### src/rtl/core/assert_macros.svh
// assertion macros used by the blur control module
`ifndef ASSERT_MACROS_SVH
`define ASSERT_MACROS_SVH

// property that must hold at every clock edge out of reset
`define ASSERT_ALWAYS(lbl, prop, msg) \
  lbl: assert property (@(posedge clk_i) disable iff (!rst_ni) (prop)) else $error(msg);

// condition implies consequence in the next cycle
`define ASSERT_NEXT(lbl, cond, cons, msg) \
  lbl: assert property (@(posedge clk_i) disable iff (!rst_ni) (cond) |=> (cons)) else $error(msg);

`endif

### src/rtl/core/gblur_pkg.sv
// shared types, constants and kernel arithmetic of the 3x3 blur
package gblur_pkg;

  // field widths and register reset values
  localparam int unsigned FW_W      = 11;
  localparam int unsigned FH_W      = 13;
  localparam int unsigned FW_RESET  = 640;
  localparam int unsigned FH_RESET  = 480;
  localparam int unsigned PADDR_W   = 3;
  localparam int unsigned PDATA_W   = 32;

  // register indexes
  localparam logic REG_FRAME_WIDTH  = 1'b0;
  localparam logic REG_FRAME_HEIGHT = 1'b1;

  // request kinds
  localparam logic CMD_PIXEL = 1'b0;
  localparam logic CMD_DRAIN = 1'b1;

  typedef struct packed {
    logic [7:0] r;
    logic [7:0] g;
    logic [7:0] b;
  } rgb_t;

  // per-request flags decided at intake
  typedef struct packed {
    logic produce;
    logic border;
    logic frame_end;
  } tag_t;

  // one line store entry: two rows back, one row back
  typedef struct packed {
    rgb_t far_px;
    rgb_t near_px;
  } line_t;

  // weighted 3x3 sum of one channel, divided by 16
  function automatic logic [7:0] blur_chan(
    input logic [7:0] p0, input logic [7:0] p1, input logic [7:0] p2,
    input logic [7:0] p3, input logic [7:0] p4, input logic [7:0] p5,
    input logic [7:0] p6, input logic [7:0] p7, input logic [7:0] p8
  );
    logic [11:0] corners;
    logic [11:0] edges;
    logic [11:0] s;
    corners = {4'b0, p0} + {4'b0, p2} + {4'b0, p6} + {4'b0, p8};
    edges   = {4'b0, p1} + {4'b0, p3} + {4'b0, p5} + {4'b0, p7};
    s       = corners + {edges[10:0], 1'b0} + {2'b0, p4, 2'b0};
    return s[11:4];
  endfunction

endpackage

### src/rtl/core/gblur_ctrl.sv
// frame position tracking and per-request decisions at intake
module gblur_ctrl #(
  parameter int unsigned MAX_WIDTH  = 1024,
  parameter int unsigned MAX_HEIGHT = 4096
) (
  input  logic                          clk_i,
  input  logic                          rst_ni,
  input  logic                          clear_i,
  input  logic                          acc_i,
  input  logic                          cmd_i,
  input  gblur_pkg::rgb_t               px_i,
  input  logic [gblur_pkg::FW_W-1:0]    frame_width_i,
  input  logic [gblur_pkg::FH_W-1:0]    frame_height_i,
  output logic                          take_o,
  output gblur_pkg::tag_t               tag_o,
  output logic [$clog2(MAX_WIDTH)-1:0]  addr_o,
  output gblur_pkg::rgb_t               px_o
);
  import gblur_pkg::*;

  localparam int unsigned AW  = $clog2(MAX_WIDTH);
  localparam int unsigned WW  = $clog2(MAX_WIDTH + 1);
  localparam int unsigned HW  = $clog2(MAX_HEIGHT + 1);
  localparam int unsigned RW  = $clog2(MAX_HEIGHT + 2);
  localparam int unsigned OYW = $clog2(MAX_HEIGHT);
  localparam int unsigned CW  = (WW > FW_W) ? WW : FW_W;
  localparam int unsigned CH  = (HW > FH_W) ? HW : FH_W;

  logic [CW-1:0]  fw_x;
  logic [CH-1:0]  fh_x;
  logic [WW-1:0]  eff_w;
  logic [HW-1:0]  eff_h;
  logic [WW-1:0]  w_m1;
  logic [HW-1:0]  h_m1;

  logic [AW-1:0]  col_q, col_d;
  logic [RW-1:0]  row_q, row_d;
  logic [AW-1:0]  ox_q, ox_d;
  logic [OYW-1:0] oy_q, oy_d;

  logic frame_in;
  logic keep;
  logic produce;
  logic last_col;
  logic ox_last;
  logic fend;
  logic border;

  // effective frame size: zero acts as one, oversize clamps to the maximum
  always_comb begin
    fw_x = CW'(frame_width_i);
    fh_x = CH'(frame_height_i);
    if (fw_x == '0) begin
      eff_w = WW'(1);
    end else if (fw_x > CW'(MAX_WIDTH)) begin
      eff_w = WW'(MAX_WIDTH);
    end else begin
      eff_w = WW'(fw_x);
    end
    if (fh_x == '0) begin
      eff_h = HW'(1);
    end else if (fh_x > CH'(MAX_HEIGHT)) begin
      eff_h = HW'(MAX_HEIGHT);
    end else begin
      eff_h = HW'(fh_x);
    end
    w_m1 = eff_w - WW'(1);
    h_m1 = eff_h - HW'(1);
  end

  // decisions for the request at the port
  always_comb begin
    frame_in = (row_q >= RW'(eff_h));
    keep     = ((cmd_i == CMD_DRAIN) == frame_in);
    produce  = (row_q >= RW'(2)) || ((row_q == RW'(1)) && (col_q != '0));
    last_col = ((WW'(col_q) + WW'(1)) == eff_w);
    ox_last  = (WW'(ox_q) == w_m1);
    fend     = ox_last && (HW'(oy_q) == h_m1);
    border   = (ox_q == '0) || (oy_q == '0) || ox_last || (HW'(oy_q) >= h_m1);
  end

  assign take_o          = keep;
  assign tag_o.produce   = produce;
  assign tag_o.border    = border;
  assign tag_o.frame_end = fend;
  assign addr_o          = col_q;
  assign px_o            = (cmd_i == CMD_DRAIN) ? '0 : px_i;

  // next position counters
  always_comb begin
    col_d = col_q;
    row_d = row_q;
    ox_d  = ox_q;
    oy_d  = oy_q;
    if (clear_i) begin
      col_d = '0;
      row_d = '0;
      ox_d  = '0;
      oy_d  = '0;
    end else if (acc_i && keep) begin
      if (last_col) begin
        col_d = '0;
        row_d = row_q + RW'(1);
      end else begin
        col_d = col_q + AW'(1);
      end
      if (produce) begin
        if (fend) begin
          col_d = '0;
          row_d = '0;
          ox_d  = '0;
          oy_d  = '0;
        end else if (ox_last) begin
          ox_d = '0;
          oy_d = oy_q + OYW'(1);
        end else begin
          ox_d = ox_q + AW'(1);
        end
      end
    end
  end

  // position registers
  always_ff @(posedge clk_i or negedge rst_ni) begin
    if (!rst_ni) begin
      col_q <= '0;
      row_q <= '0;
      ox_q  <= '0;
      oy_q  <= '0;
    end else begin
      col_q <= col_d;
      row_q <= row_d;
      ox_q  <= ox_d;
      oy_q  <= oy_d;
    end
  end

`include "assert_macros.svh"

  `ASSERT_ALWAYS(a_col_in_row, (WW'(col_q) < eff_w), "input column beyond frame width")
  `ASSERT_ALWAYS(a_row_bound, (row_q <= (RW'(eff_h) + RW'(1))), "input row beyond drain range")
  `ASSERT_ALWAYS(a_out_pos, ((WW'(ox_q) < eff_w) && (HW'(oy_q) < eff_h)), "output position outside frame")
  `ASSERT_NEXT(a_frame_wrap, (acc_i && keep && produce && fend && !clear_i), ((row_q == '0) && (col_q == '0) && (ox_q == '0) && (oy_q == '0)), "frame end did not restart position")

endmodule

### config.mk
export PLATFORM = sky130hd
export DESIGN_NAME = gblur_ctrl
export DESIGN_NICKNAME = d
export VERILOG_FILES = /design/src/rtl/core/gblur_pkg.sv /design/src/rtl/core/gblur_ctrl.sv
export VERILOG_INCLUDE_DIRS = /design/src /design/src/rtl/core
export SDC_FILE = /design/constraint.sdc
export NUM_CORES = 1
export LEC_CHECK = 0
export BUFFER_PORTS_ARGS = -buffer_cell sky130_fd_sc_hd__buf_2
export CAP_MARGIN = 20
export CORE_AREA = 4 4 164 126
export CTS_CLUSTER_SIZE = 24
export DETAILED_ROUTE_END_ITERATION = 7
export DIE_AREA = 0 0 168 130
export HOLD_SLACK_MARGIN = 0.02
export SLEW_MARGIN = 10
export SYNTH_ARGS = -nofsm -noshare
export SYNTH_HDL_FRONTEND = slang
export SYNTH_SLANG_ARGS = --single-unit
### constraint.sdc
create_clock -name clk_i -period 4.3 [get_ports clk_i]
set_input_delay 0.43 -clock clk_i [delete_from_list [all_inputs] [get_ports clk_i]]
set_output_delay 0.43 -clock clk_i [all_outputs]
set_load 0.05 [all_outputs]
== Word level (Yosys, flattened, before mapping) ==
Index checks and enable logic that the tools add are counted.

* Bits in registers: 45
* Input port bits: 53
* Output and inout bits: 38
* Word-level logic and storage cells: 63

* Add/sub/neg operators: 7
* $lt $le $gt $ge: 5
* Eq/ne operators: 5
* Muxes and demuxes: 25
* Reduce and logical (&&, ||, !) cells: 17

{| class="wikitable"
|+ Operators with widths
! cell !! number
|-
| $mux 10 || 10
|-
| $mux 13 || 7
|-
| $mux 12 || 5
|-
| $mux 24 || 1
|-
| $mux 11 || 2
|-
| $add 10x1->10 const B || 2
|-
| $add 13x1->13 const B || 1
|-
| $eq 12x13->1 || 1
|-
| $eq 13x1->1 const B || 1
|-
| $ge 12x13->1 || 1
|-
| $ge 13x13->1 || 1
|-
| $ge 13x2->1 const B || 1
|-
| $gt 13x13->1 const B || 1
|-
| $logic_not 13->1 || 1
|-
| $sub 13x1->13 const B || 1
|-
| $add 12x1->12 const B || 1
|-
| $logic_not 12->1 || 1
|-
| $add 10x1->11 const B || 1
|-
| $eq 10x11->1 || 1
|-
| $eq 11x11->1 || 1
|-
| $gt 11x11->1 const B || 1
|-
| $logic_not 11->1 || 1
|-
| $sub 11x1->11 const B || 1
|-
| $logic_not 10->1 || 1
|-
| 8 further kinds || 14
|}

== Depth between registers and ports, before layout ==
Gate-level depths: netlist of the first run.

* Word-level depth: 10
* Mapped depth: 18
* Gate-level depth less buffers: 16

== Worst setup path before layout of the first run ==
No wires, ideal clock.

* Kind: input-to-reg
* Start point: in frame_height_i[3] (netlist bit)
* End point: reg ox_q[8]
* Setup time: 96 ps
* Data arrival time: 3946 ps
* Data required time: 4204 ps
* Slack: 258 ps
* Stages: 16
* Path buffers: 2
* Cells stage by stage: nor4_1 nor2b_1 a31oi_1 or2_2 inv_1 ha_1 or3b_2 o2111ai_1 a211oi_1 o311ai_0 a21oi_1 a31oi_2 buf_6 clkbuf_1 o211ai_1 o31ai_1

* Word-level cells in the longest chain between the ends: 10
* Elaborated cells between the ends (all ways): 16
* Those cells by class: add/sub: 1; order compare: 2; eq/ne: 2; mux: 6; reduce/logical: 5

{| class="wikitable"
|+ RTL lines
! item !! RTL line !! source
|-
| start, declared || gblur_ctrl.sv:13 || <nowiki>input logic [gblur_pkg::FH_W-1:0] frame_height_i,</nowiki>
|-
| $gt 13x13->1 || gblur_ctrl.sv:62 || <nowiki>end else if (fh_x > CH'(MAX_HEIGHT)) begin</nowiki>
|-
| $mux 13 || gblur_ctrl.sv:62 ||
|-
| $mux 13 (*) || gblur_ctrl.sv:60 || <nowiki>if (fh_x == '0) begin</nowiki>
|-
| $sub 13x1->13 || gblur_ctrl.sv:68 || <nowiki>h_m1 = eff_h - HW'(1);</nowiki>
|-
| $eq 12x13->1 || gblur_ctrl.sv:78 || <nowiki>fend = ox_last && (HW'(oy_q) == h_m1);</nowiki>
|-
| $logic_and 1x1->1 || gblur_ctrl.sv:78 ||
|-
| $mux 10 || gblur_ctrl.sv:108 || <nowiki>if (fend) begin</nowiki>
|-
| $mux 10 || gblur_ctrl.sv:107 || <nowiki>if (produce) begin</nowiki>
|-
| $mux 10 || gblur_ctrl.sv:100 || <nowiki>end else if (acc_i && keep) begin</nowiki>
|-
| $mux 10 || gblur_ctrl.sv:95 || <nowiki>if (clear_i) begin</nowiki>
|-
| end signal, assigned || gblur_ctrl.sv:128 || <nowiki>ox_q <= '0;</nowiki>
|-
| end signal, assigned || gblur_ctrl.sv:133 || <nowiki>ox_q <= ox_d;</nowiki>
|-
| end, declared || gblur_ctrl.sv:38 || <nowiki>logic [AW-1:0] ox_q, ox_d;</nowiki>
|}

Mark *: on every way between the ends. The rest lies on a longest branch, timed or not. The select of a mux whose other input is x is not followed.
A chain may end at the register's enable or synchronous reset.

==> results of run 1 <==
[what timing repair did]
action | in CTS | in global routing
setup endpoints to repair | 0 | 14
resized for setup | 0 | 9
hold buffers | 0 | 0
setup buffers | 0 | 0
[synthesized netlist by cell type (all sizes together), types with 9 or more instances]
cell and instances:
nand4 17, o21ai 36, nand2b 12, nor2b 34, nor4 14, a31oi 10
buf 16, clkbuf 20, and2 9, a21oi 35, xnor2 23, ha 36
o31ai 9, nand2 45, nand3 18, dfrtp 45, nor3 19, or4 13
inv 30, or3 20, nor2 33
[metal layers]
layer,track usage [%],up-vias,share of wire (%)
met3,2.60,6,6.8
met5,0,-,0
met4,1.57,0,0.43
li1,-,2393,-
met2,19.8,160,43
met1,19.4,2190,50
[report_power, final]
part | internal [mW] | leakage [nW] | total (mW) | switching (mW)
registers | 0.432 | 0.623 | 0.446 | 0.0137
logic | 0.137 | 1.69 | 0.373 | 0.236
clock network | 0.276 | 0.0800 | 0.455 | 0.179
total | 0.844 | 2.39 | 1.27 | 0.429
[worst paths after layout]
kind / start / endpoint / slack (ns) / cells past startpoint
worst max-delay path: frame_height_i[3] / tag_o[1] / 0.26 / 18
worst min-delay path: rst_ni / addr_o[8] / 0.24 / 2
worst max register to register: addr_o[1] / row_q[11] / 0.64 / 10
worst min register to register: row_q[11] / row_q[11] / 0.61 / 2
max in group asynchronous: rst_ni / oy_q[2] / 3.62 / 2
min in group clk_i: row_q[11] / row_q[11] / 0.61 / 2
[sequential cells by signal, summed over array words and instances, names as in the netlist]
register  count
ox_q         10
row_q        13
oy_q         12
addr_o       10
[worst max-delay path: stages]
cell     delay [ns]
buf_2          0.11
nor4_2         0.32
nor2b_4        0.22
a31oi_1        0.09
or2_2          0.33
ha_1           0.24
and2_1         0.22
nand3_1        0.10
a32oi_1        0.13
ha_1           0.34
nand2_1        0.06
nor3_2         0.19
and4b_1        0.24
nor2_1         0.04
o21ai_0        0.08
a21oi_1        0.06
o21ai_0        0.15
buf_4          0.26
[metrics by stage]
stage | area, um2 | instances | util [%]
after floorplan | 4690 | 595 | -
after global placement | 5560 | 937 | 29.1
after detailed placement | 5560 | 937 | 29.1
after CTS | 5730 | 945 | 30.0
after global routing | 5760 | 945 | 30.2
final | 5760 | 945 | 30.2
[cells by family (layout without fill, tap and decap cells)]
| family | Yosys count | count (layout) |
|---|---|---|
| adders and majority gates | 36 | 36 |
| and+or+nand+nor | 260 | 260 |
| muxes | 5 | 5 |
| buffers and inverters | 66 | 163 |
| AOI/OAI and AO/OA | 154 | 154 |
| DFF | 45 | 45 |
| xor gates and xnor gates | 29 | 29 |
[layout make-up]
type / count / area, um2
sequential: 45 / 1130
multi-input combinational: 484 / 3290
clock inverter: 3 / 46.3
tap: 253 / 317
inverter: 30 / 113
timing repair buffer: 125 / 743
clock buffer: 5 / 125
fill: 2015 / 13300
==> impl_metrics.yaml, run 1 <==
cts:
  cts_made_buffers: 5
  cts.sinks: 45
  tritoncts: "done"
  htree_levels: 2
  cts-root-buf: "clkbuf_16"
  clkTransAtPathRegs_ns: 0.07
  clock_path_buffers: 2
  clk_latency_ns: 0.29
finish:
  final_common_cell: "buf_2"
  layout_common_cells: "buf_2, nand2_1, dfrtp_1"
  diodes: 0
  drive_gt1_share_pct: 22.4
  nNetsFinal: 780
  syn_to_final_growth_pct: 23.0
sta:
  finalHoldViolCount: 0
  max_freq_ghz: 0.247
  relSlewSlack_pct: 51.4
  period_share_pct: 94.0
  finalClockSkew_ns: 0.0134
  finalMaxSlewViolations: 0
  fin_ws_ns: 0.258
  finalSetupViolations: 0
  worst_pin_slew_ns: 0.723
  hold_ws_ns: 0.245
  setup_tns_ns: 0
  finalCriticalPeriod_ns: 4.04
synthesis:
  yosysWarnings: 0
  synthTopCellsByArea: "dfrtp_1, ha_1, nor2b_1"
  yosysSeqAreaShare_pct: 24.0
  synth-main-ff-cell: "dfrtp_1"
  ys_async_sr_fraction_pct: 100
  synth_top_area_share_pct: 24.0
  syn_nets: 684
  synth_mux_area_share_pct: 1.12
  synth-seq-cells: 45
  syn_inst: 595
  synth_simple_gate_area_share_pct: 31.3
  yosys.area.top_type: "dfrtp_1"
  yosysUniqueCellTypes: 68
  syn_avg_cell_area_um2: 7.88
  syn-cell-area_um2: 4690
  synth_edf_count: 0
  synthAdderAreaFrac_pct: 9.61
  synth_top_family_by_area: "simple AND/OR/NAND/NOR gates"
  synth-xor-area-share_pct: 5.71
  synth-compound-area-share_pct: 22.0
power_and_ir_drop:
  vdd_drop_max_mv: 0.119
  power_mw: 1.27
  leakage_nw: 2.39
  powerDensity_nw_per_um2: 221
global_routing:
  antenna_found_initial: 0
  grt_pass1_wl_mm: 23.4
  grt_usage_pct: 13.0
  grt_max_degree: 46
  grt_pass1_vias: 4512
  gr-total-overflow: 0
routing:
  wl_per_cell_um: 14.8
  dr.first_iter.drc_count: 290
  drcViolationCount: 0
  viasPerCell: 5.03
  drtAntennaViolNets: 0
  routed_wl_mm: 14.0
  via_count: 4749
  dr.pass1.iters: 5
placed_design:
  gp_congestion: 0.869
  dpl.hpwl_mm: 11.1
  dpl_worst_slack_ns: 0.0515
  io_buffers: 90
worst_setup_path:
  end_kind: "output pin"
  path_max_fanout: 7
  start_kind: "input port"
  cp.arrival_ns: 3.61
  crit_required_ns: 3.87
  path_class: "in2out"
floorplan:
  num_rows: 44
  die_w_um: 168
  ios: 91
  floorplan.initialDensity_pct: 24.5
  die_y_um: 130
  core_um2: 19100
  die_area_um2: 21800
min_path:
  hold_class: "in2async"
flow_run:
  cap_violations: 0
outcome:
  status: "completed"
Note: power is estimated with default switching activity, not from simulation.
==> inputs of run 2 (changes only) <==
Settings changed: CTS_BUF_LIST set to sky130_fd_sc_hd__clkbuf_4, SLEW_MARGIN 10 to 20.
==> run 2 against run 1 <==
Compared with the run above:
- clock power is 38% lower
- register-to-register slack better by 0.05 ns
- first-iteration DRC count is 2.4% higher
- clock-buffer cell count stayed put
- combinational power hardly changed
- worst hold slack worse by 0.10 ns
- largest power group is now registers
- flip-flop and latch count stayed put
- worst setup slack worse by 0.018 ns
- wire length is 0.44% lower
- sequential power hardly changed
==> impl_metrics.yaml, run 2 (synthesis results as in run 1) <==
finish:
  largest-register: "row_q"
  syn_to_final_growth_pct: 21.1
  final_common_cell: "buf_2"
  reg.largest.list: "row_q (13), oy_q (12)"
  drive_gt1_share_pct: 22.4
  largest_reg_flops: 13
  nNetsFinal: 780
  diodes: 0
  layout_common_cells: "buf_2, nand2_1, dfrtp_1"
global_routing:
  gr-total-overflow: 0
  grt_usage_pct: 12.9
  grt_pass1_wl_mm: 23.3
  grt_pass1_vias: 4521
  antenna_found_initial: 0
  grt_max_degree: 46
sta:
  finalClockSkew_ns: 0.0341
  finalMaxSlewViolations: 0
  period_share_pct: 94.4
  finalHoldViolCount: 0
  max_freq_ghz: 0.246
  fin_ws_ns: 0.240
  finalSetupViolations: 0
  worst_pin_slew_ns: 0.669
  finalCriticalPeriod_ns: 4.06
  relSlewSlack_pct: 55.0
placed_design:
  gp_congestion: 0.869
  io_buffers: 90
  dpl.hpwl_mm: 11.1
  dpl_worst_slack_ns: 0.0515
cts:
  htree_levels: 2
  post_cts_buffers: 0
  cts_made_buffers: 5
  clock_path_buffers: 2
  clkTransAtPathRegs_ns: 0.17
  cts-root-buf: "clkbuf_4"
  clk_latency_ns: 0.39
  cts.sinks: 45
  tritoncts: "done"
routing:
  wl_per_cell_um: 14.8
  via_count: 4763
  drcViolationCount: 0
  viasPerCell: 5.04
  routed_wl_mm: 13.9
  drtAntennaViolNets: 0
  dr.first_iter.drc_count: 297
  dr.pass1.iters: 5
worst_setup_path:
  slowest_delay_ns: 0.34
  critPathSlowestCell: "ha_1"
  end_kind: "output pin"
  crit_required_ns: 3.87
  cp.arrival_ns: 3.63
  path_buf_inv: 2
  start_kind: "input port"
  path_class: "in2out"
  critical_path.top_delay_family: "simple AND/OR/NAND/NOR gates"
  path_max_fanout: 7
  path_cells: "buf_2 > nor4_2 > nor2b_4 > a31oi_1 > or2_2 > ha_1 > and2_1 > nand3_1 > a32oi_1 > ha_1 > nand2_1 > nor3_2 > and4b_1 > nor2_1 > o21ai_0 > a21oi_1 > o21ai_0 > buf_4"
outcome:
  status: "completed"
floorplan:
  num_rows: 44
  ios: 91
  die_w_um: 168
  die_y_um: 130
  core_um2: 19100
  floorplan.initialDensity_pct: 24.5
  die_area_um2: 21800
min_path:
  hold_class: "in2async"
flow_run:
  cap_violations: 0
power_and_ir_drop:
  leakage_nw: 2.35
  combPwrFrac_pct: 33.8
  swShare_pct: 37.1
  seq_power_share_pct: 40.5
  power_mw: 1.10
  vdd_drop_max_mv: 0.0945
  power.net_switching_mw: 0.408
  intPower_mw: 0.692
  pwr-share-clk_pct: 25.7
  powerDensity_nw_per_um2: 194
[run 2: cell counts in the layout (fill, tap and decap cells not counted)]
Identical to the previous run, type by type.
[run 2: stage by stage]
stage	instance area [um2]	hold WS, ns	util, %	TNS (ns)	cells
detailed placement	5560	0.590	29.1	0	937
global route	5680	0.167	29.7	-0.00253	945
global placement	5560	0.581	29.1	0	937
finish	5680	0.141	29.7	0	945
floorplan	4690	0.134	-	0	595
CTS	5650	0.152	29.6	0	945
[run 2: layout make-up]
type,instances,area (um2)
clock buffer,5,37.5
clock inverter,3,46.3
fill,2025,13400
inverter,30,113
multi-input combinational,484,3290
sequential,45,1130
tap,253,317
timing repair buffer,125,743
[run 2: repair_timing]
action                                  4_1_cts  5_1_grt
resized for setup                             0        9
endpoints found under the setup margin        0        2
hold buffers                                  0        0
[run 2: worst paths after layout]
path,to,slack (ns),from,depth (start not counted)
min,row_q[0],0.14,rst_ni,2
max,tag_o[1],0.24,frame_height_i[3],18
max reg2reg,row_q[11],0.69,addr_o[1],10
min reg2reg,row_q[11],0.62,row_q[11],2
max in group asynchronous,ox_q[4],3.71,rst_ni,2
min in group clk_i,ox_q[1],0.53,clear_i,3
[run 2: power by group through the flow]
stage / combinational, mW / clock (mW) / sequential (mW)
CTS: 0.371 / 0.296 / 0.446
global placement: 0.367 / 0 / 0.454
finish: 0.372 / 0.283 / 0.446
global route: 0.412 / 0.314 / 0.448
detailed placement: 0.369 / 0 / 0.454
floorplan: 0.234 / 0 / 0.464
[run 2: metal layers]
metal / wire [um] / share of wire, % / vias up / global-route usage (%)
li1: - / - / 2394 / -
met3: 930 / 6.7 / 6 / 2.51
met4: 64 / 0.46 / 0 / 1.57
met2: 5920 / 42 / 156 / 19.8
met5: 0 / 0 / - / 0
met1: 7030 / 50 / 2207 / 19.3
[run 2: worst register-to-register path, cell delays in order (launching register included)]
cell	delay, ns
dfrtp_1	0.48
ha_1	0.38
inv_1	0.15
or3_1	0.46
xnor2_1	0.15
a311o_1	0.30
nor4_1	0.58
o211ai_1	0.18
buf_4	0.23
or4_1	0.52
a21oi_1	0.15
