**src/rtl/core/assert_macros.svh**
```systemverilog
// assertion macros used by the blur control module
`ifndef ASSERT_MACROS_SVH
`define ASSERT_MACROS_SVH

// property that must hold at every clock edge out of reset
`define ASSERT_ALWAYS(lbl, prop, msg) \
  lbl: assert property (@(posedge clk_i) disable iff (!rst_ni) (prop)) else $error(msg);

// condition implies consequence in the next cycle
`define ASSERT_NEXT(lbl, cond, cons, msg) \
  lbl: assert property (@(posedge clk_i) disable iff (!rst_ni) (cond) |=> (cons)) else $error(msg);

`endif

```
**src/rtl/core/gblur_pkg.sv**
```systemverilog
// shared types, constants and kernel arithmetic of the 3x3 blur
package gblur_pkg;

  // field widths and register reset values
  localparam int unsigned FW_W      = 11;
  localparam int unsigned FH_W      = 13;
  localparam int unsigned FW_RESET  = 640;
  localparam int unsigned FH_RESET  = 480;
  localparam int unsigned PADDR_W   = 3;
  localparam int unsigned PDATA_W   = 32;

  // register indexes
  localparam logic REG_FRAME_WIDTH  = 1'b0;
  localparam logic REG_FRAME_HEIGHT = 1'b1;

  // request kinds
  localparam logic CMD_PIXEL = 1'b0;
  localparam logic CMD_DRAIN = 1'b1;

  typedef struct packed {
    logic [7:0] r;
    logic [7:0] g;
    logic [7:0] b;
  } rgb_t;

  // per-request flags decided at intake
  typedef struct packed {
    logic produce;
    logic border;
    logic frame_end;
  } tag_t;

  // one line store entry: two rows back, one row back
  typedef struct packed {
    rgb_t far_px;
    rgb_t near_px;
  } line_t;

  // weighted 3x3 sum of one channel, divided by 16
  function automatic logic [7:0] blur_chan(
    input logic [7:0] p0, input logic [7:0] p1, input logic [7:0] p2,
    input logic [7:0] p3, input logic [7:0] p4, input logic [7:0] p5,
    input logic [7:0] p6, input logic [7:0] p7, input logic [7:0] p8
  );
    logic [11:0] corners;
    logic [11:0] edges;
    logic [11:0] s;
    corners = {4'b0, p0} + {4'b0, p2} + {4'b0, p6} + {4'b0, p8};
    edges   = {4'b0, p1} + {4'b0, p3} + {4'b0, p5} + {4'b0, p7};
    s       = corners + {edges[10:0], 1'b0} + {2'b0, p4, 2'b0};
    return s[11:4];
  endfunction

endpackage

```
**src/rtl/core/gblur_win.sv**
```systemverilog
// 3x3 window registers, kernel arithmetic and result register
module gblur_win (
  input  logic             clk_i,
  input  logic             rst_ni,
  input  logic             adv_i,
  input  gblur_pkg::tag_t  tag_i,
  input  gblur_pkg::rgb_t  top_i,
  input  gblur_pkg::rgb_t  mid_i,
  input  gblur_pkg::rgb_t  bot_i,
  input  logic             out_stall_i,
  output logic             out_valid_o,
  output logic [7:0]       red_out_o,
  output logic [7:0]       green_out_o,
  output logic [7:0]       blue_out_o,
  output logic             frame_end_o
);
  import gblur_pkg::*;

  // win_q[0..2]: one column back (top, middle, bottom); [3..5]: two back
  rgb_t win_q [6];
  rgb_t res;
  rgb_t res_q;
  logic fend_q;
  logic out_v_q;

  // kernel or border copy
  always_comb begin
    if (tag_i.border) begin
      res = win_q[1];
    end else begin
      res.r = blur_chan(win_q[3].r, win_q[0].r, top_i.r, win_q[4].r, win_q[1].r,
                        mid_i.r, win_q[5].r, win_q[2].r, bot_i.r);
      res.g = blur_chan(win_q[3].g, win_q[0].g, top_i.g, win_q[4].g, win_q[1].g,
                        mid_i.g, win_q[5].g, win_q[2].g, bot_i.g);
      res.b = blur_chan(win_q[3].b, win_q[0].b, top_i.b, win_q[4].b, win_q[1].b,
                        mid_i.b, win_q[5].b, win_q[2].b, bot_i.b);
    end
  end

  // window shift
  always_ff @(posedge clk_i or negedge rst_ni) begin
    if (!rst_ni) begin
      for (int i = 0; i < 6; i++) begin
        win_q[i] <= '0;
      end
    end else if (adv_i) begin
      win_q[3] <= win_q[0];
      win_q[4] <= win_q[1];
      win_q[5] <= win_q[2];
      win_q[0] <= top_i;
      win_q[1] <= mid_i;
      win_q[2] <= bot_i;
    end
  end

  // result valid
  always_ff @(posedge clk_i or negedge rst_ni) begin
    if (!rst_ni) begin
      out_v_q <= 1'b0;
    end else if (adv_i && tag_i.produce) begin
      out_v_q <= 1'b1;
    end else if (!out_stall_i) begin
      out_v_q <= 1'b0;
    end
  end

  // result payload
  always_ff @(posedge clk_i) begin
    if (adv_i && tag_i.produce) begin
      res_q  <= res;
      fend_q <= tag_i.frame_end;
    end
  end

  assign out_valid_o = out_v_q;
  assign red_out_o   = res_q.r;
  assign green_out_o = res_q.g;
  assign blue_out_o  = res_q.b;
  assign frame_end_o = fend_q;

endmodule

```
**config.mk**
```make
export PLATFORM = sky130hd
export DESIGN_NAME = gblur_win
export DESIGN_NICKNAME = d
export VERILOG_FILES = /design/src/rtl/core/assert_macros.svh /design/src/rtl/core/gblur_pkg.sv /design/src/rtl/core/gblur_win.sv
export SDC_FILE = /design/constraint.sdc
export NUM_CORES = 1
export LEC_CHECK = 0
export ABC_AREA = 1
export BUFFER_PORTS_ARGS = -buffer_cell sky130_fd_sc_hd__buf_2
export CAP_MARGIN = 15
export CORE_ASPECT_RATIO = 1.1
export CORE_MARGIN = 5
export CORE_UTILIZATION = 61
export CTS_CLUSTER_SIZE = 24
export DETAILED_ROUTE_END_ITERATION = 12
export PLACE_DENSITY = 0.81
export RECOVER_POWER = 25
export SYNTH_ARGS = -nofsm -noshare
export SYNTH_HDL_FRONTEND = slang
export SYNTH_SLANG_ARGS = --single-unit
export TNS_END_PERCENT = 20
```
**constraint.sdc**
```tcl
create_clock -name clk_i -period 6.2 [get_ports clk_i]
set_clock_uncertainty 0.05 [all_clocks]
set_input_delay 0.62 -clock clk_i [delete_from_list [all_inputs] [get_ports clk_i]]
set_output_delay 0.62 -clock clk_i [all_outputs]
set_load 0.02 [all_outputs]
```
# --- Yosys cells after proc, flatten, opt, wreduce, memory -nomap -nowiden ---
# Cells that the tools add are included.
op_classes:
  add_sub_neg: 24
  mul: 0
  div_mod_pow: 0
  magnitude_cmp: 0
  n_eq_ne: 1
  shifts: 0
  n_mux: 3
  n_bitwise: 0
  n_reduce_logical: 1
op_table:
  columns: ["cell", "count"]
  rows:
  - ["$add 10x8->11", 6]
  - ["$add 9x8->10", 6]
  - ["$add 8x8->9", 6]
  - ["$add 11x12->12", 3]
  - ["$add 12x10->12", 3]
  - ["$mux 24", 1]
  - ["$mux 1", 2]
  - ["$ne 2x1->1 const B", 1]
  - ["$logic_and 1x1->1", 1]
totals:
  regBits: 170
  latchBits: 0
  mem_bits_rw: 0
  mem_bits_ro: 0
  in_bits: 79
  out_inout_bits: 26
  elab_cells: 52
  memories: 0

# --- Depth between registers and ports, before layout ---
# Gate-level depths: netlist (run 1).
logic_depth:
  depth_word: 6
  ltp_mapped: 28
  ltp_nobuf: 28

# --- Least setup slack after synthesis (run 1) ---
# OpenSTA, ideal clock, no wires.
synth_timing:
  path_type: "input to register"
  start: "input port mid_i[17] (netlist name)"
  end: "register res_q, in the netlist red_out_o[3], data pin"
  setup_ps: 261
  t_arrival_ps: 5056
  required_ps: 5889
  slack_ps: 833
  cell_stages: 20
  path_cell_list: "inv_1 -> fa_1 -> fa_1 -> inv_1 -> ha_1 -> inv_1 -> fa_1 -> o21ai_0 -> xor2_1 -> fa_1 -> fa_1 -> fa_1 -> inv_1 -> ha_1 -> a21oi_1 -> o21ai_1 -> a21oi_1 -> nand2_1 -> nand2_1 -> o22ai_1"
synth_rtl:
  columns: ["item", "line", "text"]
  rows:
  - ["start, declared", "gblur_win.sv:8", "input gblur_pkg::rgb_t mid_i,"]
  - ["end signal, assigned", "gblur_win.sv:70", "res_q <= res;"]
  - ["end, declared", "gblur_win.sv:22", "rgb_t res_q;"]

==> out/metrics.yaml, run 1 <==
worst-slew-pin-transition_ns: 4.48
timing.critical_path.max_delay_family: "adder cells"
wirelength_mm: 25.7
grt_overflow_total: 0
grt_setup_unrepaired: "no"
detail_route.vias_per_cell: 5.21
synth_compound_gate_area_share: 0.0975
global_route.usage.total: 0.243
worst_path_max_delay_cell: "sky130_fd_sc_hd__fa_1"
routed-via-count: 8837
crit_chain: "inv_1 -> fa_1 -> fa_1 -> inv_1 -> ha_1 -> a21oi_2 -> nand2_2 -> a21oi_1 -> nor2_1 -> nor2_1 -> xor2_1 -> fa_1 -> fa_1 -> fa_1 -> inv_1 -> ha_1 -> inv_1 -> o21ai_0 -> a21oi_1 -> nand3_1 -> nand2_1 -> nand3_1 -> o21ai_0"
path_common_cell: "sky130_fd_sc_hd__fa_1"
synth_sequential_area_ratio: 0.360
setup_total_negative_slack_ns: 0
final_nets: 1711
synth_edf_count: 25
xor_xnor_share_of_the_synthesized_area: 0.0144
run_status: "finished, violations left"
placementRows: 54
count_of_clock_tree_sinks: 170
timing.final.setup_violations: 0
area_added_between_synthesis_and_finish_pct: 10.9
yosysTopAreaCellShare: 0.298
critPathCaptureType: "register"
yosys.area_share.simple: 0.119
drv_slew: 171
clk_path_buf_depth: 2
max_clock_freq_ghz: 0.182
place_hpwl_mm: 19.3
gpl.final_weighted_congestion: 0.893
final_min_period_over_clock_period: 0.884
die-area_sq_um: 22900
crit_path_arrival_time_ns: 5.60
ys_dominant_reg_cell: "sky130_fd_sc_hd__dfrtp_1"
chipWidth_microns: 145
timing.hold.worst.class: "in2reg"
synth.distinct_cells: 31
pin_count: 105
asyncSetResetFlopFracSynth: 0.853
synth_top_family_by_area: "adder cells"
drt_iter0_drc: 629
crit_path_start_kind: "register"
initial_util: 0.617
synth_largest_area_cell: "sky130_fd_sc_hd__dfrtp_1"
routed_wirelength_normalized_by_instance_count_microns: 15.2
synth.top_cells.by_area: "sky130_fd_sc_hd__dfrtp_1, sky130_fd_sc_hd__fa_1, sky130_fd_sc_hd__inv_1"
relSlewSlack: -1.99
floorplan.core_area_sq_um: 19700
synth.ff_latch_count: 170
wire_length_of_the_first_global_routing_pass_mm: 43.7
mappedNetlistNets: 1618
final-hold-violation-count: 0
layout-drive-gt1-share: 0.110
post_cts_setup_buffer_count: 0
drt_pre_antenna_iters: 5
synthMuxAreaShare: 0
clkTransAtPathRegs_ns: 0.07
synth.yosys.warnings: 0
tritoncts: "done"
cts_root_buf: "sky130_fd_sc_hd__clkbuf_16"
failed_checks: "capacitance limit, slew limit"
critical_path_required_ns: 6.32
io_buffers: 104
antenna_found_initial: 2
mappedNetlistArea_sq_um: 12200
timing.max_cap.violations: 2
worstSkewPairLatency_ns: 0.44
grt_max_degree: 93
timing.critical_path.fanout_max: 4
crit_type: "reg2reg"
cts_inserted_buffers: 17
post_cts_resized: 0
yosys.area_share.adder: 0.293
first_global_vias: 9088
avgSynthCellArea_sq_um: 9.12
drc: 0
fp.dieH_microns: 158
crit_buf_inv: 4
synthesized_netlist_cell_count: 1335
hold_buffers: 0
post-route-min-period_ns: 5.48
ant_nets: 0
critical_path.max_stage_delay_ns: 0.52
clock_tree.htree_level_count: 4
per-stage QoR:
step | std cells | utilization | instance area, sq um | hold WS, ns | setup slack [ns]
6_report | 1695 | 0.685 | 13500 | 0.305 | 0.718
5_1_grt | 1695 | 0.685 | 13500 | 0.300 | 0.390
3_3_place_gp | 1660 | 0.651 | 12800 | 0.405 | 0.444
3_5_place_dp | 1660 | 0.651 | 12800 | 0.418 | 0.284
2_1_floorplan | 1335 | - | 12200 | 0.274 | 0.833
4_1_cts | 1692 | 0.683 | 13500 | 0.251 | 0.665
layer usage:
| layer | GRT usage | wire, microns |
|---|---|---|
| met1 | 0.346 | 11400 |
| met2 | 0.381 | 12300 |
| met3 | 0.0502 | 1560 |
| met4 | 0.0733 | 490 |
| met5 | 0 | 0 |
Yosys cell counts (7+ instances only):
library cell and number:
sky130_fd_sc_hd__nor2_1 20, sky130_fd_sc_hd__o21ai_1 7, sky130_fd_sc_hd__xor2_1 14, sky130_fd_sc_hd__dfrtp_1 145, sky130_fd_sc_hd__nand3_1 38, sky130_fd_sc_hd__edfxtp_1 25
sky130_fd_sc_hd__clkbuf_1 16, sky130_fd_sc_hd__a21oi_1 34, sky130_fd_sc_hd__fa_1 135, sky130_fd_sc_hd__ha_1 69, sky130_fd_sc_hd__buf_4 10, sky130_fd_sc_hd__nand4_1 8
sky130_fd_sc_hd__o21ai_0 157, sky130_fd_sc_hd__nand2_1 281, sky130_fd_sc_hd__inv_1 321
cell usage in the layout (no fill, tap or decap), drive strengths merged, types with 2 or more instances in the layout:
cell type    n
inv        324
nand2      286
o21ai      169
dfrtp      145
fa         135
buf        108
ha          69
a21oi       39
nand3       38
clkbuf      27
edfxtp      25
nor2        24
xor2        14
nand4        8
xnor2        6
o22ai        4
nor3         3
a31oi        3
o21bai       3
o211ai       3
clkinv       3
diode        2
worst paths after layout:
path                       cells past startpoint                     end  slack (ns)              startpoint
min in group asynchronous                      1   win_q[78]$_DFFE_PN0P_        1.94                  rst_ni
hold / removal                                 1   frame_end_o$_DFFE_PP_        0.30                tag_i[0]
setup / recovery                              23  red_out_o[7]$_DFFE_PP_        0.72   win_q[91]$_DFFE_PN0P_
hold reg to reg                                2   win_q[68]$_DFFE_PN0P_        0.43  win_q[140]$_DFFE_PN0P_
setup reg to reg                              23  red_out_o[7]$_DFFE_PP_        0.72   win_q[91]$_DFFE_PN0P_
max in group asynchronous                      1  win_q[107]$_DFFE_PN0P_        1.61                  rst_ni
flip-flops by register name, indices dropped and copies added (netlist names):
register     cells
green_out_o      8
out_valid_o      1
win_q          144
red_out_o        8
blue_out_o       8
frame_end_o      1
layout make-up:
class / instances / area [sq um]
Inverter: 322 / 1210
Tap cell: 252 / 315
Sequential cell: 170 / 4380
Clock buffer: 26 / 564
Clock inverter: 6 / 67.6
Multi-Input combinational cell: 807 / 6380
Timing Repair Buffer: 110 / 589
Fill cell: 1499 / 6220
Antenna cell: 2 / 5.00
cell families (layout without fill, tap and decap cells):
logic type | count (synthesis) | in the layout
simple gates | 360 | 360
xor+xnor | 20 | 20
other cells | 0 | 2
compound gates | 223 | 223
flops | 170 | 170
fa+ha+maj | 204 | 204
buf+inv | 358 | 464
Power of run 1 is not shown: default switching activity piles up to over one toggle a cycle in this logic, so the estimate is an artifact.
==> run 2, diff against run 1 <==
Settings changed: RECOVER_POWER 25 to not set.
==> out/metrics.yaml, run 2 (synthesis gave the netlist of run 1 again) <==
crit_start: "win_q[91]$_DFFE_PN0P_"
run_status: "finished clean"
critPathCaptureType: "register"
floorplan.core_area_sq_um: 19700
worst_r2r_endpoint: "red_out_o[7]$_DFFE_PP_"
cts_inserted_buffers: 17
timing.reg2reg.setup_slack_ns: 0.72
timing.max_cap.violations: 0
place_hpwl_mm: 19.3
post_cts_resized: 0
placementRows: 54
global_route.usage.total: 0.243
die-area_sq_um: 22900
worst_path_max_delay_cell: "sky130_fd_sc_hd__fa_1"
count_of_clock_tree_sinks: 170
initial_util: 0.617
detailed_place.area_sq_um: 12800
mostFrequentLayoutCell: "sky130_fd_sc_hd__inv_1"
drt_iter0_drc: 629
reg2regPathDepth: 23
clkTransAtPathRegs_ns: 0.07
nFillCells: 1496
post-route-min-period_ns: 5.48
routed-via-count: 8849
top_register_by_number_of_flip_flops: "win_q"
final_nets: 1711
drt_pre_antenna_iters: 5
pin_count: 105
grt_setup_unrepaired: "no"
tritoncts: "done"
critical_path_required_ns: 6.32
fp.dieH_microns: 158
max_clock_freq_ghz: 0.182
post_cts_setup_buffer_count: 0
crit_chain: "inv_1 -> fa_1 -> fa_1 -> inv_1 -> ha_1 -> a21oi_2 -> nand2_2 -> a21oi_1 -> nor2_1 -> nor2_1 -> xor2_1 -> fa_1 -> fa_1 -> fa_1 -> inv_1 -> ha_1 -> inv_1 -> o21ai_0 -> a21oi_1 -> nand3_1 -> nand2_1 -> nand3_1 -> o21ai_0"
crit_path_arrival_time_ns: 5.60
detail_route.vias_per_cell: 5.22
crit_path_start_kind: "register"
rr_startpoint: "win_q[91]$_DFFE_PN0P_"
timing.hold.worst.class: "in2async"
critical_path.max_stage_delay_ns: 0.52
path_common_cell: "sky130_fd_sc_hd__fa_1"
final_min_period_over_clock_period: 0.884
mostFrequentLayoutCells: "sky130_fd_sc_hd__inv_1, sky130_fd_sc_hd__nand2_1, sky130_fd_sc_hd__o21ai_0"
routed_wirelength_normalized_by_instance_count_microns: 15.2
first_global_vias: 9088
wirelength_mm: 25.8
drv_slew: 0
wire_length_of_the_first_global_routing_pass_mm: 43.7
timing.critical_path.fanout_max: 4
chipWidth_microns: 145
relSlewSlack: 0.401
fin_area_sq_um: 13500
crit_type: "reg2reg"
final-hold-violation-count: 0
largest_register_ffs: 144
timing.final.setup_violations: 0
area_added_between_synthesis_and_finish_pct: 11.0
grt_overflow_total: 0
clock_tree.htree_level_count: 4
cts_root_buf: "sky130_fd_sc_hd__clkbuf_16"
antenna_found_initial: 2
clk_path_buf_depth: 2
worst-slew-pin-transition_ns: 0.899
setup_total_negative_slack_ns: 0
gpl.final_weighted_congestion: 0.893
layout-drive-gt1-share: 0.111
drc: 0
worstSkewPairLatency_ns: 0.44
hold_buffers: 0
ant_nets: 0
io_buffers: 104
grt_max_degree: 93
==> run 2: final cells by class <==
type                    instances  area, sq um  share of cell area
inverters                     322         1210              0.0894
diodes                          2         5.00            0.000370
well taps                     252          315              0.0233
multi-input cells             807         6380               0.472
flip-flops and latches        170         4380               0.324
clock buffers                  26          564              0.0418
clock inverters                 6         67.6             0.00500
repair buffers                110          598              0.0443
==> run 2: how the worst max path moves through the flow <==
stage          slack [ns]  depth (start not counted)                  endpoint
2_1_floorplan        0.83                         20    red_out_o[3]$_DFFE_PP_
3_3_place_gp         0.44                         21  green_out_o[5]$_DFFE_PP_
3_5_place_dp         0.28                         22    red_out_o[7]$_DFFE_PP_
4_1_cts              0.66                         21  green_out_o[7]$_DFFE_PP_
5_1_grt              0.39                         21    red_out_o[7]$_DFFE_PP_
6_report             0.72                         23    red_out_o[7]$_DFFE_PP_
==> run 2: worst max-delay path: cells and delay by family (launching register included) <==
| kind | cells | cell delay (ns) |
|---|---|---|
| compound gates | 5 | 0.75 |
| xor+xnor | 1 | 0.22 |
| fa+ha+maj | 7 | 3.06 |
| buf+inv | 4 | 0.26 |
| flops | 1 | 0.37 |
| simple gates | 6 | 0.47 |
==> run 2: stage by stage <==
step | cells | util | setup WS (ns) | hold WS, ns
2_1_floorplan | 1335 | - | 0.833 | 0.274
3_3_place_gp | 1660 | 0.651 | 0.444 | 0.405
3_5_place_dp | 1660 | 0.651 | 0.284 | 0.418
4_1_cts | 1692 | 0.683 | 0.665 | 0.251
5_1_grt | 1695 | 0.685 | 0.390 | 0.297
6_report | 1695 | 0.685 | 0.717 | 0.212
==> run 2: metal layers <==
metal | part of all wire | GRT usage
met1 | 0.44 | 0.346
met2 | 0.47 | 0.381
met3 | 0.061 | 0.0502
met4 | 0.020 | 0.0733
met5 | 0 | 0
Power of run 2 is left out for the same reason.
==> run 3, diff against run 2 <==
Settings changed: RECOVER_POWER set to 100.
==> out/metrics.yaml, run 3 (synthesis gave the netlist of run 1 again) <==
run_status: "finished, violations left"
failed_checks: "capacitance limit, slew limit"
drc: 0
final-hold-violation-count: 0
grt_max_degree: 93
final_nets: 1711
count_of_clock_tree_sinks: 170
detail_route.vias_per_cell: 5.22
wirelength_mm: 25.8
grt_overflow_total: 0
ant_nets: 0
crit_type: "reg2reg"
tritoncts: "done"
post_cts_resized: 0
final_min_period_over_clock_period: 0.919
crit_path_arrival_time_ns: 5.84
clock_tree.htree_level_count: 4
clkTransAtPathRegs_ns: 0.07
die-area_sq_um: 22900
worstSkewPairLatency_ns: 0.44
largest_register_ffs: 144
first_global_vias: 9088
placement.setup.worst_slack_ns: 0.284
routed-via-count: 8856
antenna_found_initial: 2
placementRows: 54
post_cts_setup_buffer_count: 0
place_hpwl_mm: 19.3
top_register_by_number_of_flip_flops: "win_q"
drv_slew: 231
drt_iter0_drc: 645
timing.critical_path.fanout_max: 3
pin_count: 105
critPathCaptureType: "register"
worst-slew-pin-transition_ns: 4.47
placed_cells_incl_taps: 1660
clk_path_buf_depth: 2
post-route-min-period_ns: 5.70
mostFrequentLayoutCells: "sky130_fd_sc_hd__inv_1, sky130_fd_sc_hd__nand2_1, sky130_fd_sc_hd__o21ai_0"
wire_length_of_the_first_global_routing_pass_mm: 43.7
critical_path_required_ns: 6.34
hold_buffers: 0
post-route-util: 0.681
chipWidth_microns: 145
grt_setup_unrepaired: "no"
timing.hold.worst.class: "in2reg"
max_clock_freq_ghz: 0.175
mostFrequentLayoutCell: "sky130_fd_sc_hd__inv_1"
routed_wirelength_normalized_by_instance_count_microns: 15.2
fp.dieH_microns: 158
area_added_between_synthesis_and_finish_pct: 10.4
cts_root_buf: "sky130_fd_sc_hd__clkbuf_16"
timing.max_cap.violations: 3
timing.final.setup_violations: 0
setup_total_negative_slack_ns: 0
initial_util: 0.617
post_layout_nonfiller_instances: 1695
layout-drive-gt1-share: 0.0847
cts_inserted_buffers: 17
relSlewSlack: -1.98
finalWorstSetupSlack_ns: 0.502
io_buffers: 104
drt_pre_antenna_iters: 6
global_route.usage.total: 0.243
crit_path_start_kind: "register"
floorplan.core_area_sq_um: 19700
gpl.final_weighted_congestion: 0.893
run 3: cell types whose count changed in the layout (fill, tap and decap cells not counted), sizes merged:
cell	delta
clkbuf	+30
clkdlybuf4s25	+1
buf	-31
run 3: critical path: stages (launching register included):
cell and delay (ns):
sky130_fd_sc_hd__dfrtp_1 0.36, sky130_fd_sc_hd__inv_1 0.11, sky130_fd_sc_hd__fa_1 0.45, sky130_fd_sc_hd__fa_1 0.47, sky130_fd_sc_hd__inv_1 0.07, sky130_fd_sc_hd__ha_1 0.18
sky130_fd_sc_hd__inv_1 0.06, sky130_fd_sc_hd__fa_1 0.39, sky130_fd_sc_hd__o21ai_0 0.48, sky130_fd_sc_hd__xnor2_1 0.20, sky130_fd_sc_hd__fa_1 0.45, sky130_fd_sc_hd__fa_1 0.42
sky130_fd_sc_hd__fa_1 0.55, sky130_fd_sc_hd__inv_1 0.06, sky130_fd_sc_hd__ha_1 0.31, sky130_fd_sc_hd__inv_1 0.08, sky130_fd_sc_hd__o21ai_0 0.30, sky130_fd_sc_hd__a31oi_1 0.18
sky130_fd_sc_hd__nand2_1 0.10, sky130_fd_sc_hd__nand2_1 0.05, sky130_fd_sc_hd__nand3_1 0.08, sky130_fd_sc_hd__nand2_1 0.06
run 3: layer usage:
metal / GRT usage / share of wire / wire, microns
met1: 0.346 / 0.44 / 11300
met5: 0 / 0 / 0
met2: 0.381 / 0.48 / 12300
met3: 0.0502 / 0.065 / 1680
met4: 0.0733 / 0.021 / 548
run 3: final timing paths:
path                                         from                      end  slack, ns  cells past startpoint
max reg2reg                 win_q[73]$_DFFE_PN0P_  blue_out_o[6]$_DFFE_PP_       0.50                     21
max                         win_q[73]$_DFFE_PN0P_  blue_out_o[6]$_DFFE_PP_       0.50                     21
max in group asynchronous                  rst_ni    win_q[90]$_DFFE_PN0P_       1.64                      1
min in group asynchronous                  rst_ni    win_q[78]$_DFFE_PN0P_       1.94                      1
min                                      tag_i[0]    frame_end_o$_DFFE_PP_       0.30                      1
min reg2reg                win_q[140]$_DFFE_PN0P_    win_q[68]$_DFFE_PN0P_       0.43                      2
run 3: final cells by class:
cell class              count  area [sq um]
repair buffers            110           547
flip-flops and latches    170          4380
clock buffers              26           564
inverters                 322          1210
clock inverters             6          67.6
well taps                 252           315
fillers                  1522          6290
diodes                      2          5.00
multi-input cells         807          6350
run 3: metrics by stage:
stage / instance area, sq um / hold slack (ns)
after floorplan: 12200 / 0.274
after global placement: 12800 / 0.405
after detailed placement: 12800 / 0.418
after CTS: 13500 / 0.251
after global routing: 13400 / 0.300
final: 13400 / 0.303
Power of run 3 is left out for the same reason.
